## src/hdl/tla_pkg.sv

```systemverilog
`default_nettype none

package tla_pkg;

    // index width covers the largest supported list of 64 candidates
    localparam int IDX_W  = 6;
    localparam int POS_W  = 7;
    localparam int SLOT_W = 8;
    localparam int WIN_W  = 5;
    localparam int S_TDATA_W = 16;
    localparam int M_TDATA_W = 16;

    typedef enum logic [2:0] {
        REASON_NONE    = 3'd0,
        REASON_ONLY    = 3'd1,
        REASON_SCALED  = 3'd2,
        REASON_FOCUS   = 3'd3,
        REASON_INCUMB  = 3'd4,
        REASON_LOWEST  = 3'd5
    } reason_t;

    typedef struct packed {
        logic                     foc_valid;
        logic [IDX_W-1:0]         foc_idx;
        logic                     inc_valid;
        logic [IDX_W-1:0]         inc_idx;
        logic                     slot_valid;
        logic [IDX_W-1:0]         slot_idx;
        logic signed [SLOT_W-1:0] slot_value;
    } grp_status_t;

    localparam grp_status_t GRP_IDLE = '0;

endpackage

`default_nettype wire

```

## src/hdl/tla_group.sv

```systemverilog
`default_nettype none

module tla_group (
    input  wire logic                             aclk,
    input  wire logic                             aresetn,
    input  wire logic                             step,
    input  wire logic                             clear,
    input  wire logic                             en,
    input  wire logic [tla_pkg::IDX_W-1:0]        idx,
    input  wire logic                             focused,
    input  wire logic                             incumbent,
    input  wire logic signed [tla_pkg::SLOT_W-1:0] slot,
    output tla_pkg::grp_status_t                  grp_next
);

    tla_pkg::grp_status_t status_reg;

    always_comb begin
        grp_next = status_reg;
        if (en) begin
            if (focused && !status_reg.foc_valid) begin
                grp_next.foc_valid = 1'b1;
                grp_next.foc_idx   = idx;
            end
            if (incumbent && !status_reg.inc_valid) begin
                grp_next.inc_valid = 1'b1;
                grp_next.inc_idx   = idx;
            end
            // strict compare keeps the earlier candidate on a tie
            if (!status_reg.slot_valid || (slot < status_reg.slot_value)) begin
                grp_next.slot_valid = 1'b1;
                grp_next.slot_idx   = idx;
                grp_next.slot_value = slot;
            end
        end
    end

    always_ff @(posedge aclk) begin
        if (!aresetn) begin
            status_reg <= tla_pkg::GRP_IDLE;
        end else if (step) begin
            status_reg <= clear ? tla_pkg::GRP_IDLE : grp_next;
        end
    end

endmodule

`default_nettype wire

```

## src/hdl/tiered_lease_arbiter_top.sv

```systemverilog
`default_nettype none

// Overlay arbiter over a streamed candidate list. Each input word is one candidate;
// tlast marks the final candidate, and only that word produces one output word
// with the winner's list position (-1 when nobody wants the overlay), the reason
// code and an overflow flag. One candidate is accepted every clock cycle while the
// input register is not held; a candidate passes an input register, and the
// trackers and the result register are updated as it leaves it. A last candidate
// waits in the input register while an earlier result word is still unaccepted,
// which holds new candidates too. Candidates past MAX_CANDIDATES are dropped and
// only raise the overflow flag.
module tiered_lease_arbiter_top #(
    parameter int MAX_CANDIDATES = 16
) (
    input  wire logic                            aclk,
    input  wire logic                            aresetn,
    input  wire logic                            s_tvalid,
    output      logic                            s_tready,
    // wants[0], scaled[1], focused[2], incumbent[3], slot_number[11:4], zero fill
    input  wire logic [tla_pkg::S_TDATA_W-1:0]   s_tdata,
    input  wire logic                            s_tlast,
    output      logic                            m_tvalid,
    input  wire logic                            m_tready,
    // winner_index[4:0], reason_code[7:5], overflow[8], zero fill
    output      logic [tla_pkg::M_TDATA_W-1:0]   m_tdata
);

    localparam int IDX_W  = tla_pkg::IDX_W;
    localparam int POS_W  = tla_pkg::POS_W;
    localparam int SLOT_W = tla_pkg::SLOT_W;
    localparam int WIN_W  = tla_pkg::WIN_W;
    localparam logic [POS_W-1:0] POS_LIMIT = POS_W'(MAX_CANDIDATES);

    // input register
    logic                      in_valid_reg;
    logic                      in_wants_reg;
    logic                      in_scaled_reg;
    logic                      in_focused_reg;
    logic                      in_incumbent_reg;
    logic signed [SLOT_W-1:0]  in_slot_reg;
    logic                      in_last_reg;

    // running state
    logic [POS_W-1:0] position_reg;
    logic [POS_W-1:0] position_next;
    logic [1:0]       wanting_count_reg;
    logic [1:0]       wanting_count_next;
    logic [1:0]       scaled_count_reg;
    logic [1:0]       scaled_count_next;
    logic             first_wanting_valid_reg;
    logic             first_wanting_valid_next;
    logic [IDX_W-1:0] first_wanting_reg;
    logic [IDX_W-1:0] first_wanting_next;
    logic             overflowed_reg;
    logic             overflowed_next;

    // output register
    logic             m_valid_reg;
    logic [WIN_W-1:0] win_reg;
    tla_pkg::reason_t reason_reg;
    logic             ovf_reg;

    logic             step;
    logic             in_range;
    logic [IDX_W-1:0] idx;
    logic             take;
    tla_pkg::grp_status_t grp_all;
    tla_pkg::grp_status_t grp_scl;
    tla_pkg::grp_status_t grp_sel;
    logic [IDX_W-1:0] win_idx;
    logic             win_valid;
    tla_pkg::reason_t reason;

    // a non-last word never needs the output register
    assign step     = in_valid_reg && (!in_last_reg || !m_valid_reg || m_tready);
    assign s_tready = !in_valid_reg || step;

    always_ff @(posedge aclk) begin
        if (!aresetn) begin
            in_valid_reg <= 1'b0;
        end else if (s_tready) begin
            in_valid_reg <= s_tvalid;
        end
    end

    always_ff @(posedge aclk) begin
        if (s_tready && s_tvalid) begin
            in_wants_reg     <= s_tdata[0];
            in_scaled_reg    <= s_tdata[1];
            in_focused_reg   <= s_tdata[2];
            in_incumbent_reg <= s_tdata[3];
            in_slot_reg      <= s_tdata[11:4];
            in_last_reg      <= s_tlast;
        end
    end

    assign in_range = position_reg < POS_LIMIT;
    assign idx      = position_reg[IDX_W-1:0];
    assign take     = in_range && in_wants_reg;

    always_comb begin
        position_next            = position_reg;
        wanting_count_next       = wanting_count_reg;
        scaled_count_next        = scaled_count_reg;
        first_wanting_valid_next = first_wanting_valid_reg;
        first_wanting_next       = first_wanting_reg;
        overflowed_next          = overflowed_reg;
        if (!in_range) begin
            overflowed_next = 1'b1;
        end else begin
            position_next = position_reg + 1'b1;
        end
        if (take) begin
            if (wanting_count_reg != 2'd2) begin
                wanting_count_next = wanting_count_reg + 1'b1;
            end
            if (!first_wanting_valid_reg) begin
                first_wanting_valid_next = 1'b1;
                first_wanting_next       = idx;
            end
            if (in_scaled_reg && (scaled_count_reg != 2'd2)) begin
                scaled_count_next = scaled_count_reg + 1'b1;
            end
        end
    end

    tla_group u_grp_all (
        .aclk      (aclk),
        .aresetn   (aresetn),
        .step      (step),
        .clear     (in_last_reg),
        .en        (take),
        .idx       (idx),
        .focused   (in_focused_reg),
        .incumbent (in_incumbent_reg),
        .slot      (in_slot_reg),
        .grp_next  (grp_all)
    );

    tla_group u_grp_scl (
        .aclk      (aclk),
        .aresetn   (aresetn),
        .step      (step),
        .clear     (in_last_reg),
        .en        (take && in_scaled_reg),
        .idx       (idx),
        .focused   (in_focused_reg),
        .incumbent (in_incumbent_reg),
        .slot      (in_slot_reg),
        .grp_next  (grp_scl)
    );

    // tier decision on the state including the last word
    always_comb begin
        grp_sel   = (scaled_count_next != 2'd0) ? grp_scl : grp_all;
        win_valid = 1'b0;
        win_idx   = '0;
        reason    = tla_pkg::REASON_NONE;
        if (wanting_count_next == 2'd1) begin
            win_valid = first_wanting_valid_next;
            win_idx   = first_wanting_next;
            reason    = tla_pkg::REASON_ONLY;
        end else if (wanting_count_next == 2'd2) begin
            if (grp_sel.foc_valid) begin
                win_valid = 1'b1;
                win_idx   = grp_sel.foc_idx;
                reason    = tla_pkg::REASON_FOCUS;
            end else if (grp_sel.inc_valid) begin
                win_valid = 1'b1;
                win_idx   = grp_sel.inc_idx;
                reason    = tla_pkg::REASON_INCUMB;
            end else begin
                win_valid = grp_sel.slot_valid;
                win_idx   = grp_sel.slot_idx;
                reason    = tla_pkg::REASON_LOWEST;
            end
            if (!win_valid) begin
                reason = tla_pkg::REASON_NONE;
            end else if (scaled_count_next == 2'd1) begin
                reason = tla_pkg::REASON_SCALED;
            end
        end
    end

    always_ff @(posedge aclk) begin
        if (!aresetn) begin
            position_reg            <= '0;
            wanting_count_reg       <= '0;
            scaled_count_reg        <= '0;
            first_wanting_valid_reg <= 1'b0;
            overflowed_reg          <= 1'b0;
        end else if (step) begin
            if (in_last_reg) begin
                position_reg            <= '0;
                wanting_count_reg       <= '0;
                scaled_count_reg        <= '0;
                first_wanting_valid_reg <= 1'b0;
                overflowed_reg          <= 1'b0;
            end else begin
                position_reg            <= position_next;
                wanting_count_reg       <= wanting_count_next;
                scaled_count_reg        <= scaled_count_next;
                first_wanting_valid_reg <= first_wanting_valid_next;
                overflowed_reg          <= overflowed_next;
            end
        end
    end

    always_ff @(posedge aclk) begin
        if (step) begin
            first_wanting_reg <= first_wanting_next;
        end
    end

    always_ff @(posedge aclk) begin
        if (!aresetn) begin
            m_valid_reg <= 1'b0;
        end else if (step && in_last_reg) begin
            m_valid_reg <= 1'b1;
        end else if (m_tready) begin
            m_valid_reg <= 1'b0;
        end
    end

    // wide positions wrap to the 5 bit result field
    always_ff @(posedge aclk) begin
        if (step && in_last_reg) begin
            win_reg    <= win_valid ? WIN_W'({{WIN_W{1'b0}}, win_idx}) : {WIN_W{1'b1}};
            reason_reg <= reason;
            ovf_reg    <= overflowed_next;
        end
    end

    assign m_tvalid = m_valid_reg;
    assign m_tdata  = {7'd0, ovf_reg, reason_reg, win_reg};

endmodule

`default_nettype wire

```

## config.mk

```make
export PLATFORM = sky130hd
export DESIGN_NAME = tiered_lease_arbiter_top
export DESIGN_NICKNAME = d
export VERILOG_FILES = /design/src/hdl/tla_pkg.sv /design/src/hdl/tla_group.sv /design/src/hdl/tiered_lease_arbiter_top.sv
export SDC_FILE = /design/constraint.sdc
export NUM_CORES = 1
export LEC_CHECK = 0
export ABC_AREA = 1
export BUFFER_PORTS_ARGS = -buffer_cell sky130_fd_sc_hd__buf_2
export CORE_MARGIN = 5
export CORE_UTILIZATION = 61
export CTS_CLUSTER_SIZE = 10
export DETAILED_ROUTE_END_ITERATION = 16
export PLACE_DENSITY = 0.8
export REMOVE_ABC_BUFFERS = 1
export SLEW_MARGIN = 25
export SYNTH_ARGS = -nofsm -noshare
export SYNTH_HDL_FRONTEND = slang
export SYNTH_HIERARCHICAL = 1
export SYNTH_SLANG_ARGS = --single-unit
```

## constraint.sdc

```tcl
create_clock -name aclk -period 2.6 [get_ports aclk]
set_input_delay 0.26 -clock aclk [delete_from_list [all_inputs] [get_ports aclk]]
set_output_delay 0.26 -clock aclk [all_outputs]
set_load 0.02 [all_outputs]
```

==> results_dict.tcl <==
set metrics [dict create \
    syn_to_final_growth_pct 10.6 \
    grt.total_usage_pct 22.9 \
    fin_skew_ns 0.00883 \
    cp_num_buf_inv 2 \
    cap_violations 0 \
    path_clk_slew_ns 0.10 \
    finalPower_mw 3.01 \
    cp.arrival_ns 2.70 \
    worst-path-max-fanout 6 \
    io_pins 39 \
    grt_max_degree 28 \
    dieWidth_um 104 \
    clk_latency_ns 0.38 \
    gr-total-overflow 0 \
    antenna_found_initial 0 \
    syn_inst 757 \
    rsz0062_at_grt "yes" \
    finalSetupViolCount 0 \
    critPathSlowestCell "edfxtp_1" \
    cp.required_ns 2.73 \
    vdd_drop_max_mv 0.277 \
    power_density_mw_per_mm2 501 \
    drc 0 \
    fillers 731 \
    status "complete, no violations" \
    drive_gt1_share_pct 16.8 \
    avgSynthCellArea_um2 7.17 \
    grt_pass1_wl_um 20800 \
    crit_path_frequent_cell "nand2_1" \
    dieArea_mm2 0.0109 \
    htree_levels 3 \
    clkSinkCount 94 \
    syn_area_mm2 0.00543 \
    drtPass1Iterations 6 \
    tightest_slew_ns 0.607 \
    yosys_warnings 6 \
    io_buffer_count 27 \
    power.leakage_nw 2.55 \
    ant_nets 0 \
    finalHoldViolations 0 \
    drtIter0Drc 336 \
    cts_buffers 9 \
    cts_tree "built" \
    cp-start-kind "register" \
    reg2reg_slack_ns 0.03 \
    grt_pass1_vias 4642 \
    post_drt_wl_per_cell_um 14.4 \
    hpwl_um 8970 \
    min_path_type "input port to register" \
    holdBufCountCts 0 \
    start_util_pct 62.5 \
    whs_ns 0.0511 \
    core_mm2 0.00868 \
    maxSlewViolCount 0 \
    via_per_inst 5.41 \
    cts-root-buf "clkbuf_8" \
    max_stage_delay_ns 0.44 \
    period_share_pct 98.9 \
    critPathKind "register to register" \
    relSlewSlack_pct 59.5 \
    crit_path_end_kind "register" \
    fmaxAchievable_ghz 0.389 \
    wirelength_um 12900 \
    place_congestion 0.862 \
    vias 4867 \
    diodes 0 \
    cts.path.max_buffers 2 \
    rows 34 \
    dieHeight_um 104 \
    nets 824 \
    crit_chain "buf_6, ha_4, a21oi_1, o21a_1, nand2_1, nand2_2, nand3_4, nand2_4, nand2_2, and2_4, inv_2, nand3_1, nand2_1, nand2_1, nand2_1, nand2_1, nand2_1, nand3_2" \
    period_minus_slack_ns 2.57 \
    final_util_pct 69.2 \
    cp_top_family "simple AND/OR/NAND/NOR gates" \
]
[power breakdown]
part | switching (mW) | leakage, nW | internal, mW
sequential | 0.0285 | 0.795 | 1.55
combinational | 0.324 | 1.66 | 0.174
clock | 0.567 | 0.0980 | 0.369
total | 0.919 | 2.55 | 2.09
[cells in the final DEF (no fill, tap or decap), types with 7 or more instances in the layout]
cell,instances
inv_1,106
o21ai_0,30
conb_1,7
nand3_1,67
nand2_4,10
a21oi_1,67
clkbuf_8,9
nand2_1,223
buf_2,27
nand3b_1,14
nand2_2,13
edfxtp_1,27
nand3_2,9
buf_4,21
nor2_1,19
ha_1,11
dfxtp_1,67
[worst paths after layout]
kind                          end  cells past startpoint       startpoint
hold / removal     in_slot_reg[3]                      1       s_tdata[7]
hold reg to reg   position_reg[6]                      2  position_reg[6]
setup / recovery       win_reg[4]                     18   in_slot_reg[7]
setup reg to reg       win_reg[4]                     18   in_slot_reg[7]
[layout make-up]
type | instances | area (um2) | share of cell area [%]
multi-input combinational | 515 | 2750 | 45.9
sequential | 94 | 2150 | 35.8
inverter | 115 | 442 | 7.36
timing repair buffer | 51 | 335 | 5.58
tap | 108 | 135 | 2.25
clock buffer | 9 | 124 | 2.06
clock inverter | 7 | 62.6 | 1.04
[through the flow]
| step | cell area, um2 | cells | setup TNS [ns] | worst slack, ns |
|---|---|---|---|---|
| global placement | 5580 | 872 | 0 | 0.0978 |
| global route | 6000 | 899 | -0.444 | -0.110 |
| floorplan | 5200 | 724 | 0 | 0.0603 |
| detailed placement | 5580 | 872 | 0 | 0.00956 |
| finish | 6000 | 899 | 0 | 0.0295 |
| CTS | 5780 | 888 | 0 | 0.0142 |
[worst reg2reg max path: cells and delay by family (launching register included)]
kind,cells,cell delay [ns]
AO/OA/AOI/OAI,2,0.31
adder cells (fa/ha/maj),1,0.25
buffers and inverters,2,0.19
flip-flops,1,0.44
AND/OR/NAND/NOR,13,1.14
[repair_timing]
| item | 4_1_cts | 5_1_grt |
|---|---|---|
| setup buffers | 0 | 11 |
| gates cloned | 0 | 0 |
| setup endpoints to repair | 2 | 5 |
| pin swaps | 0 | 25 |
| gates resized for setup | 1 | 31 |
[metal layers]
metal,part of all wire (%),GRT usage [%]
met5,0,0
met1,40,26.2
met3,5.7,4.35
met2,51,40.4
met4,3.8,11.4
No activity file was read; power rests on OpenSTA's default activity.
